## config.mk

```make
export PLATFORM = sky130hd
export DESIGN_NAME = utf8_stream_decoder
export DESIGN_NICKNAME = d
export VERILOG_FILES = /design/src/sv/utf8d_pkg.sv /design/src/sv/utf8d_step.sv /design/src/sv/utf8_stream_decoder.sv
export SDC_FILE = /design/constraint.sdc
export NUM_CORES = 1
export LEC_CHECK = 0
export ABC_AREA = 1
export BUFFER_PORTS_ARGS = -buffer_cell sky130_fd_sc_hd__buf_4
export CAP_MARGIN = 10
export CELL_PAD_IN_SITES_DETAIL_PLACEMENT = 1
export CELL_PAD_IN_SITES_GLOBAL_PLACEMENT = 2
export CORE_MARGIN = 5
export CORE_UTILIZATION = 38
export CTS_BUF_LIST = sky130_fd_sc_hd__clkbuf_4
export CTS_CLUSTER_SIZE = 40
export DETAILED_ROUTE_END_ITERATION = 16
export PLACE_DENSITY = 0.9
export SLEW_MARGIN = 10
export SYNTH_ARGS = -nofsm -noshare
export SYNTH_HDL_FRONTEND = slang
export SYNTH_SLANG_ARGS = --single-unit
```

## constraint.sdc

```tcl
create_clock -name aclk -period 7.3 [get_ports aclk]
set_clock_uncertainty 0.2 [all_clocks]
set_input_delay 0.365 -clock aclk [delete_from_list [all_inputs] [get_ports aclk]]
set_output_delay 0.365 -clock aclk [all_outputs]
set_load 0.05 [all_outputs]
```

## src/sv/utf8d_pkg.sv

```systemverilog
// utf8d_pkg: widths, sequence length codes and shared structs for the utf-8 decoder
// no dependencies; used by utf8d_step, utf8_stream_decoder and tb
`timescale 1ns / 1ps
`default_nettype none

package utf8d_pkg;

    // field widths
    localparam int CP_WIDTH    = 31;
    localparam int IDX_WIDTH   = 16;
    localparam int BYTE_WIDTH  = 8;
    localparam int LEFT_WIDTH  = 3;

    // saturating character counter width, 8 to 32
    localparam int COUNT_WIDTH = 16;
    localparam int CNT_EXT_W   = (COUNT_WIDTH > IDX_WIDTH) ? COUNT_WIDTH : IDX_WIDTH;

    localparam logic [COUNT_WIDTH-1:0] CNT_MAX = {COUNT_WIDTH{1'b1}};
    localparam logic [IDX_WIDTH-1:0]   IDX_MAX = {IDX_WIDTH{1'b1}};

    // largest latin-1 code point
    localparam logic [CP_WIDTH-1:0] LATIN1_MAX = CP_WIDTH'(255);

    // continuation bytes still expected after a lead byte
    localparam logic [LEFT_WIDTH-1:0] LEFT_NONE = 3'd0;
    localparam logic [LEFT_WIDTH-1:0] LEFT_LAST = 3'd1;
    localparam logic [LEFT_WIDTH-1:0] LEFT_TWO  = 3'd1;
    localparam logic [LEFT_WIDTH-1:0] LEFT_THR  = 3'd2;
    localparam logic [LEFT_WIDTH-1:0] LEFT_FOUR = 3'd3;
    localparam logic [LEFT_WIDTH-1:0] LEFT_FIVE = 3'd4;
    localparam logic [LEFT_WIDTH-1:0] LEFT_SIX  = 3'd5;

    // decoder state carried between bytes
    typedef struct packed {
        logic [CP_WIDTH-1:0]    partial_code;
        logic [LEFT_WIDTH-1:0]  bytes_left;
        logic [COUNT_WIDTH-1:0] char_counter;
        logic                   latin1_so_far;
    } state_t;

    // one decoded character
    typedef struct packed {
        logic                 emit;
        logic [CP_WIDTH-1:0]  code_point;
        logic [IDX_WIDTH-1:0] char_index;
        logic                 all_latin1;
        logic                 stray_byte;
    } result_t;

endpackage

`default_nettype wire

```

## src/sv/utf8d_step.sv

```systemverilog
// utf8d_step: next-state and result logic for one byte of the utf-8 stream
// depends on utf8d_pkg
`timescale 1ns / 1ps
`default_nettype none

module utf8d_step (
    input  wire utf8d_pkg::state_t                   state_i,
    input  wire logic [utf8d_pkg::BYTE_WIDTH-1:0]    data_byte,
    input  wire logic                                first_of_string,
    output utf8d_pkg::state_t                        state_o,
    output utf8d_pkg::result_t                       result_o
);

    logic [utf8d_pkg::COUNT_WIDTH-1:0] count_base;
    logic                              latin_base;
    logic [utf8d_pkg::COUNT_WIDTH-1:0] count_new;
    logic [utf8d_pkg::CNT_EXT_W-1:0]   count_ext;
    logic [utf8d_pkg::CP_WIDTH-1:0]    cp;
    logic [utf8d_pkg::CP_WIDTH-1:0]    partial_next;
    logic [utf8d_pkg::LEFT_WIDTH-1:0]  left_next;
    logic                              emit;
    logic                              stray;

    // sequence decode
    always_comb begin
        partial_next  = state_i.partial_code;
        left_next     = state_i.bytes_left;
        emit          = 1'b0;
        stray         = 1'b0;
        cp            = '0;
        if (state_i.bytes_left != utf8d_pkg::LEFT_NONE) begin
            // any byte counts as a continuation, low six bits appended
            partial_next = {state_i.partial_code[utf8d_pkg::CP_WIDTH-7:0], data_byte[5:0]};
            left_next    = state_i.bytes_left - 3'd1;
            emit         = (state_i.bytes_left == utf8d_pkg::LEFT_LAST);
            cp           = partial_next;
        end else begin
            priority casez (data_byte)
                8'b0???_????: begin
                    emit = 1'b1;
                    cp   = utf8d_pkg::CP_WIDTH'(data_byte);
                end
                8'b10??_????: begin
                    emit  = 1'b1;
                    stray = 1'b1;
                    cp    = utf8d_pkg::CP_WIDTH'(data_byte);
                end
                8'b110?_????: begin
                    partial_next = utf8d_pkg::CP_WIDTH'(data_byte[4:0]);
                    left_next    = utf8d_pkg::LEFT_TWO;
                end
                8'b1110_????: begin
                    partial_next = utf8d_pkg::CP_WIDTH'(data_byte[3:0]);
                    left_next    = utf8d_pkg::LEFT_THR;
                end
                8'b1111_0???: begin
                    partial_next = utf8d_pkg::CP_WIDTH'(data_byte[2:0]);
                    left_next    = utf8d_pkg::LEFT_FOUR;
                end
                8'b1111_10??: begin
                    partial_next = utf8d_pkg::CP_WIDTH'(data_byte[1:0]);
                    left_next    = utf8d_pkg::LEFT_FIVE;
                end
                default: begin
                    // 0xfc to 0xff: six-byte lead, one payload bit
                    partial_next = utf8d_pkg::CP_WIDTH'(data_byte[0]);
                    left_next    = utf8d_pkg::LEFT_SIX;
                end
            endcase
        end
    end

    // string counters, cleared by first_of_string before this byte
    always_comb begin
        count_base = first_of_string ? '0 : state_i.char_counter;
        latin_base = first_of_string ? 1'b1 : state_i.latin1_so_far;
        count_new  = (count_base == utf8d_pkg::CNT_MAX) ? count_base
                                                         : count_base + 1'b1;
        count_ext  = utf8d_pkg::CNT_EXT_W'(count_new);

        state_o.partial_code  = partial_next;
        state_o.bytes_left    = left_next;
        state_o.char_counter  = count_base;
        state_o.latin1_so_far = latin_base;
        if (emit) begin
            state_o.char_counter  = count_new;
            state_o.latin1_so_far = latin_base & (cp <= utf8d_pkg::LATIN1_MAX);
        end

        result_o.emit       = emit;
        result_o.code_point = cp;
        result_o.all_latin1 = state_o.latin1_so_far;
        result_o.stray_byte = stray;
        if (count_ext > utf8d_pkg::CNT_EXT_W'(utf8d_pkg::IDX_MAX)) begin
            result_o.char_index = utf8d_pkg::IDX_MAX;
        end else begin
            result_o.char_index = count_ext[utf8d_pkg::IDX_WIDTH-1:0];
        end
    end

endmodule

`default_nettype wire

```

## src/sv/utf8_stream_decoder.sv

```systemverilog
// utf8_stream_decoder: byte-serial utf-8 decoder, legacy sequences of up to six bytes
// depends on utf8d_pkg and utf8d_step
// a completed character appears on m_ in the cycle after its last byte transfer
// throughput: one byte per cycle while s_ready is high; the state register closes the per-byte loop
// lead bytes and non-final continuation bytes give no result; the byte stream is taken whenever the
// output register is empty or being drained
// reset clears the partial code point, byte count, character count and output valid,
// and sets the latin-1 flag
`timescale 1ns / 1ps
`default_nettype none

module utf8_stream_decoder (
    input  wire logic                               aclk,
    input  wire logic                               aresetn,
    input  wire logic                               s_valid,
    output logic                                    s_ready,
    input  wire logic [utf8d_pkg::BYTE_WIDTH-1:0]   s_data_byte,
    input  wire logic                               s_first_of_string,
    output logic                                    m_valid,
    input  wire logic                               m_ready,
    output logic [utf8d_pkg::CP_WIDTH-1:0]          m_code_point,
    output logic [utf8d_pkg::IDX_WIDTH-1:0]         m_char_index,
    output logic                                    m_all_latin1,
    output logic                                    m_stray_byte
);

    utf8d_pkg::state_t  state_reg;
    utf8d_pkg::state_t  state_next;
    utf8d_pkg::result_t step_result;

    logic                              m_valid_reg;
    logic [utf8d_pkg::CP_WIDTH-1:0]    code_point_reg;
    logic [utf8d_pkg::IDX_WIDTH-1:0]   char_index_reg;
    logic                              all_latin1_reg;
    logic                              stray_byte_reg;
    logic                              s_fire;

    // accept while the output register is free or drains this cycle
    assign s_ready = !m_valid_reg || m_ready;
    assign s_fire  = s_valid && s_ready;

    utf8d_step u_step (
        .state_i         (state_reg),
        .data_byte       (s_data_byte),
        .first_of_string (s_first_of_string),
        .state_o         (state_next),
        .result_o        (step_result)
    );

    // decoder state
    always_ff @(posedge aclk) begin
        if (!aresetn) begin
            state_reg.partial_code  <= '0;
            state_reg.bytes_left    <= utf8d_pkg::LEFT_NONE;
            state_reg.char_counter  <= '0;
            state_reg.latin1_so_far <= 1'b1;
        end else if (s_fire) begin
            state_reg <= state_next;
        end
    end

    // output valid
    always_ff @(posedge aclk) begin
        if (!aresetn) begin
            m_valid_reg <= 1'b0;
        end else if (s_fire && step_result.emit) begin
            m_valid_reg <= 1'b1;
        end else if (m_ready) begin
            m_valid_reg <= 1'b0;
        end
    end

    // output payload
    always_ff @(posedge aclk) begin
        if (s_fire && step_result.emit) begin
            code_point_reg <= step_result.code_point;
            char_index_reg <= step_result.char_index;
            all_latin1_reg <= step_result.all_latin1;
            stray_byte_reg <= step_result.stray_byte;
        end
    end

    assign m_valid      = m_valid_reg;
    assign m_code_point = code_point_reg;
    assign m_char_index = char_index_reg;
    assign m_all_latin1 = all_latin1_reg;
    assign m_stray_byte = stray_byte_reg;

    // an empty output register never blocks the byte stream
    a_ready_when_empty: assert property (@(posedge aclk) disable iff (!aresetn)
        !m_valid_reg |-> s_ready)
        else $error("s_ready low with empty output register");

    // a lead byte taken between sequences opens a sequence
    a_lead_opens_seq: assert property (@(posedge aclk) disable iff (!aresetn)
        (s_fire && state_reg.bytes_left == utf8d_pkg::LEFT_NONE && s_data_byte >= 8'hC0)
        |=> (state_reg.bytes_left != utf8d_pkg::LEFT_NONE) && !m_valid_reg
            || (state_reg.bytes_left != utf8d_pkg::LEFT_NONE))
        else $error("lead byte did not start a sequence");

    // first character of a string reports index one
    a_first_index: assert property (@(posedge aclk) disable iff (!aresetn)
        (s_fire && s_first_of_string && step_result.emit)
        |=> m_valid && m_char_index == utf8d_pkg::IDX_WIDTH'(1))
        else $error("first character of string not at index one");

    // a stray result carries a continuation byte value
    a_stray_range: assert property (@(posedge aclk) disable iff (!aresetn)
        (m_valid && m_stray_byte)
        |-> (m_code_point >= utf8d_pkg::CP_WIDTH'(8'h80)
             && m_code_point <= utf8d_pkg::CP_WIDTH'(8'hBF)))
        else $error("stray transfer outside continuation range");

    // a byte that leaves a sequence open gives no result
    a_no_emit_mid_seq: assert property (@(posedge aclk) disable iff (!aresetn)
        (s_fire && state_next.bytes_left != utf8d_pkg::LEFT_NONE) |-> !step_result.emit)
        else $error("result emitted with sequence still open");

endmodule

`default_nettype wire

```

# == Word level (Yosys, flattened, before mapping) ==
# Index checks and enable logic that the tools add are counted.
# classes
shifts,0
n_bitwise,2
order_cmp,2
add_sub_neg,2
div,0
n_mul,0
eq_ne,8
n_reduce_logical,8
muxes,15
# op_table
operator,count
case mux 25 bit (5 select lines),1
two-way mux 16 bit,2
"less-or-equal comparator 31 x 8 -> 1 bit, second input constant",1
two-way mux 31 bit,1
two-way mux 25 bit,1
two-way mux 17 bit,1
"adder 16 x 1 -> 16 bit, second input constant",1
"== test 16 bit, second input constant",1
"> comparator 16 bit, second input constant",1
case mux 3 bit (5 select lines),1
two-way mux 8 bit,1
"== test 6 bit, second input constant",1
two-way mux 1 bit,6
"== test 5 bit, second input constant",1
"== test 4 bit, second input constant",1
"== test 3 x 1 -> 1 bit, second input constant",1
"== test 3 bit, second input constant",1
two-way mux 3 bit,1
nonzero test 3 bit,1
"subtractor 3 x 1 -> 3 bit, second input constant",1
"== test 2 bit, second input constant",1
logical AND 1 bit,2
"!= test 2 x 1 -> 1 bit, second input constant",1
AND reduction 2 bit,1
6 further kinds,6
# totals
mem_bits_rw,0
latchBits,0
out_inout_bits,51
in_bits,13
n_memories,0
register_bits,95
word_cells,46
rom_bits,0

# == Logic depth before layout (Yosys ltp) ==
# logic_depth
word_depth,7
depth_mapped,13
ltp_nobuf,12

# == Modules after synthesis ==
# From an unflattened synthesis, not the netlist that was laid out.
# hier_totals
hier_cells,758
area_unflattened_um2,5519.0
# modules_own_cells
module,cells_each,area_each_um2,seq_area_each_um2,instances
utf8_stream_decoder,391,3782.4,2512.4,1
utf8d_step,367,1736.7,0.0,1

# == Worst setup path after synthesis ==
# No wires, ideal clock.
# synth_timing
path_kind,reg2reg
startpoint,reg m_valid_reg (netlist: m_valid)
endpoint,reg all_latin1_reg (netlist: m_all_latin1) (enable)
synth_period_minus_slack_ps,3954
slack_ps,3346
required_ps,6643
stages_incl_launch_ff,4
n_path_buf,0
arrival_ps,3297
setup_time_ps,457
path_cell_list,dfxtp_1 > nand2_1 > nand2_1 > nor2_1
# synth_via
elab_chain_len,4
# synth_lines
element,line_no,text
"start, declared",utf8_stream_decoder.sv:31,logic m_valid_reg;
"start signal, assigned",utf8_stream_decoder.sv:65,m_valid_reg <= 1'b0;
"start signal, assigned",utf8_stream_decoder.sv:67,m_valid_reg <= 1'b1;
"start signal, assigned",utf8_stream_decoder.sv:69,m_valid_reg <= 1'b0;
logical NOT 1 bit,utf8_stream_decoder.sv:39,assign s_ready = !m_valid_reg || m_ready;
logical OR 1 bit,utf8_stream_decoder.sv:39,
named net s_ready,utf8_stream_decoder.sv:16,"output logic s_ready,"
logical AND 1 bit,utf8_stream_decoder.sv:40,assign s_fire = s_valid && s_ready;
logical AND 1 bit,utf8_stream_decoder.sv:75,if (s_fire && step_result.emit) begin
"end signal, assigned",utf8_stream_decoder.sv:78,all_latin1_reg <= step_result.all_latin1;
"end, declared",utf8_stream_decoder.sv:34,logic all_latin1_reg;
# The timed path passes the listed nets, and every way through them passes these cells.
# A chain may end at the register's enable or synchronous reset.

# == Final worst setup path ==
# layout_timing
startpoint,reg state_reg[17] in the netlist's numbering
endpoint,"reg char_index_reg, in the netlist m_char_index[5] (enable)"
# layout_via
elab_chain_len,3
word_cells_on_any_way,4
cone_classes,eq/ne (1); mux (1); reduce/logical (2)
# layout_lines
element,line_no,text
"start, declared",utf8_stream_decoder.sv:27,utf8d_pkg::state_t state_reg;
"start signal, assigned",utf8_stream_decoder.sv:58,state_reg <= state_next;
== test 3 x 1 -> 1 bit / nonzero test 3 bit (equally long branches),"utf8d_step.sv:35, utf8d_step.sv:31",
two-way mux 1 bit (*),utf8d_step.sv:31,if (state_i.bytes_left != utf8d_pkg::LEFT_NONE) begin
logical AND 1 bit (*),utf8_stream_decoder.sv:75,
"end signal, assigned",utf8_stream_decoder.sv:77,char_index_reg <= step_result.char_index;
"end, declared",utf8_stream_decoder.sv:33,logic [utf8d_pkg::IDX_WIDTH-1:0] char_index_reg;
# Mark *: on every way between the ends. The rest lies on a longest branch, timed or not.

==> results.json <==
{
  "netlist_top_cells_count": "129 x nand2_1, 76 x inv_1, 49 x edfxtp_1, 46 x dfxtp_1",
  "route.vias.total": 3819,
  "synth_ff_type": "edfxtp_1",
  "synth_area_leaders": "edfxtp_1 32%, dfxtp_1 20%, nand2_1 11%, inv_1 6.3%, a21oi_1 4.9%",
  "yosysMostFrequentCell": "nand2_1",
  "nets": 621,
  "synth-seq-cells": 95,
  "syn_area_sq_um": 4536,
  "powerDensity_nw_per_um2": 271.3,
  "wirelength_microns": 11880,
  "path_max_fanout": 44,
  "drive_gt1_share_pct": 18.39,
  "timing.final.crit_share_pct": 49.72,
  "place.gp.congestion": 0.8525,
  "critPathKind": "reg2reg",
  "die_y_microns": 119.3,
  "grt_setup_unrepaired": "no",
  "tightest_slew_ps": 664.0,
  "crit_path_end_kind": "flip-flop",
  "synth_edf_count": 49,
  "cts-htree-levels": 3,
  "clockRootBuffer": "clkbuf_4",
  "ys_seq_area_share_pct": 52.74,
  "grt_pass1_wl_microns": 19730,
  "reg2reg_depth": 9,
  "min_to": "m_stray_byte",
  "yosys_warnings": 0,
  "coreArea_sq_um": 11860,
  "cts_resized": 0,
  "ant_nets": 0,
  "first_iter_violations": 239,
  "numPortBuffers": 63,
  "clock_sinks": 95,
  "grt_pass1_vias": 3947,
  "grt_max_degree": 45,
  "area.growth.synth_to_final_pct": 17.16,
  "largest_reg_flops": 45,
  "drv_cap": 0,
  "postSynthNetCount": 554,
  "cts_buffers": 9,
  "gr-usage-all-layers_pct": 17.20,
  "crit_path_top_delay_cell": "buf_4",
  "finalSetupTns_ps": 0,
  "fin_util_pct": 44.80,
  "ys_types": 33,
  "cts_tree": "done",
  "via_per_inst": 5.052,
  "max_freq_mhz": 275.5,
  "pin_count": 64,
  "worstHoldPathType": "in2reg",
  "cp_slowest_stage_delay_ps": 550,
  "netlist.area_leader.share_pct": 32.44,
  "postSynthCellCount": 537,
  "maxSlewViolCount": 0,
  "ir_drop_uv": 116.5,
  "slew_headroom_pct": 55.62,
  "routedWlPerCell_microns": 15.72,
  "antennaDiodeCount": 0,
  "cts.path.max_buffers": 2,
  "clk_pin_slew_ps": 140,
  "required_ps": 7200,
  "drtPass1Iterations": 4,
  "die_area_sq_um": 14220,
  "drc": 0,
  "crit_buf_inv": 4,
  "start_util_pct": 38.24,
  "clk_latency_ps": 460,
  "r2r-end": "m_char_index[5]",
  "cp-start-kind": "flip-flop",
  "hold_viol_final": 0,
  "fin_crit_ps": 3630,
  "cp_top_family": "buffers and inverters",
  "avgSynthCellArea_sq_um": 8.446,
  "r2r-start": "state_reg[17]",
  "hpwl_microns": 8310,
  "grt.overflow.total": 0,
  "yosysTopAreaCell": "edfxtp_1",
  "crit_chain": "inv_1, ha_1, nand2_2, inv_1, nand2_1, nand2_2, inv_2, nor2_4, buf_4",
  "rows": 40,
  "r2r_slack_ps": 3670,
  "arrival_ps": 3530,
  "leakagePower_nw": 2.363,
  "die_w_microns": 119.3,
  "antenna_found_initial": 0,
  "async_reset_ff_share_pct": 0,
  "status": "completed",
  "finalSetupViolCount": 0,
  "hold_path_depth": 4,
  "hp-start": "s_data_byte[6]"
}
report_power, final:
part	internal, mW	switching (mW)	leakage, nW
Clock	0.0696	0.175	0.0587
Combinational	0.133	0.378	1.46
Sequential	0.649	0.0378	0.842
routing by layer:
layer / GRT usage, % / share of wire, %
met3: 3.086 / 3.0
met5: 0 / 0
met1: 21.23 / 45
met2: 29.78 / 50
met4: 6.589 / 2.0
per-stage QoR:
stage / area [sq um] / total power, mW / worst slack, ps / hold slack (ps) / instances
finish: 5314 / 1.442 / 3670 / 85.78 / 756
global route: 5314 / 1.525 / 3331 / 65.17 / 756
CTS: 5314 / 1.459 / 3643 / 56.37 / 756
detailed placement: 5110 / 1.211 / 3635 / 256.6 / 730
global placement: 5110 / 1.192 / 3835 / 251.2 / 730
floorplan: 4536 / 1.066 / 3346 / 240.0 / 537
cells by family after synthesis:
kind of cell,synth area share [%]
compound gates,11.06
xor+xnor,0.3863
fa+ha+maj,1.103
buf+inv,9.379
flops,52.74
simple gates,25.32
worst reg2reg max path, delay by kind of cell (launching register included):
kind | cells | cell delay [ps]
adders and majority gates | 1 | 200
DFF | 1 | 350
and+or+nand+nor | 4 | 1160
buffers and inverters | 4 | 1330
final cells by class:
cell class / instances / area, sq um
Multi-Input combinational cell: 342 / 1725
Clock inverter: 6 / 28.78
Sequential cell: 95 / 2392
Tap cell: 147 / 183.9
Fill cell: 1420 / 6548
Inverter: 80 / 312.8
Timing Repair Buffer: 76 / 595.6
Clock buffer: 10 / 75.07
worst max-delay path by stage:
| stage | from | end | slack [ps] | cells after the start |
|---|---|---|---|---|
| floorplan | m_valid | m_all_latin1 | 3350 | 3 |
| global placement | state_reg[18] | m_code_point[12] | 3840 | 9 |
| detailed placement | state_reg[17] | m_code_point[8] | 3640 | 9 |
| CTS | state_reg[17] | m_code_point[14] | 3640 | 9 |
| global route | state_reg[18] | m_code_point[9] | 3330 | 9 |
| finish | state_reg[17] | m_char_index[5] | 3670 | 9 |
cell usage in the layout, fill, tap and decap left out, drive strengths merged:
cell type,count
xor2,2
inv,79
a211oi,2
nor2,52
nand3,35
dfxtp,46
nand2,140
a21oi,45
o21bai,6
ha,4
or2,1
edfxtp,49
dlygate4sd3,10
o21ai,32
clkbuf,10
o211ai,1
nand4,16
nand3b,1
clkinv,6
a31oi,3
clkinvlp,1
o31ai,2
buf,66
timing repair:
item | 4_1_cts | 5_1_grt
hold buffers | 10 | 0
setup buffers | 0 | 0
endpoints found under the hold margin | 14 | 0
(Power assumes the default switching activity.)
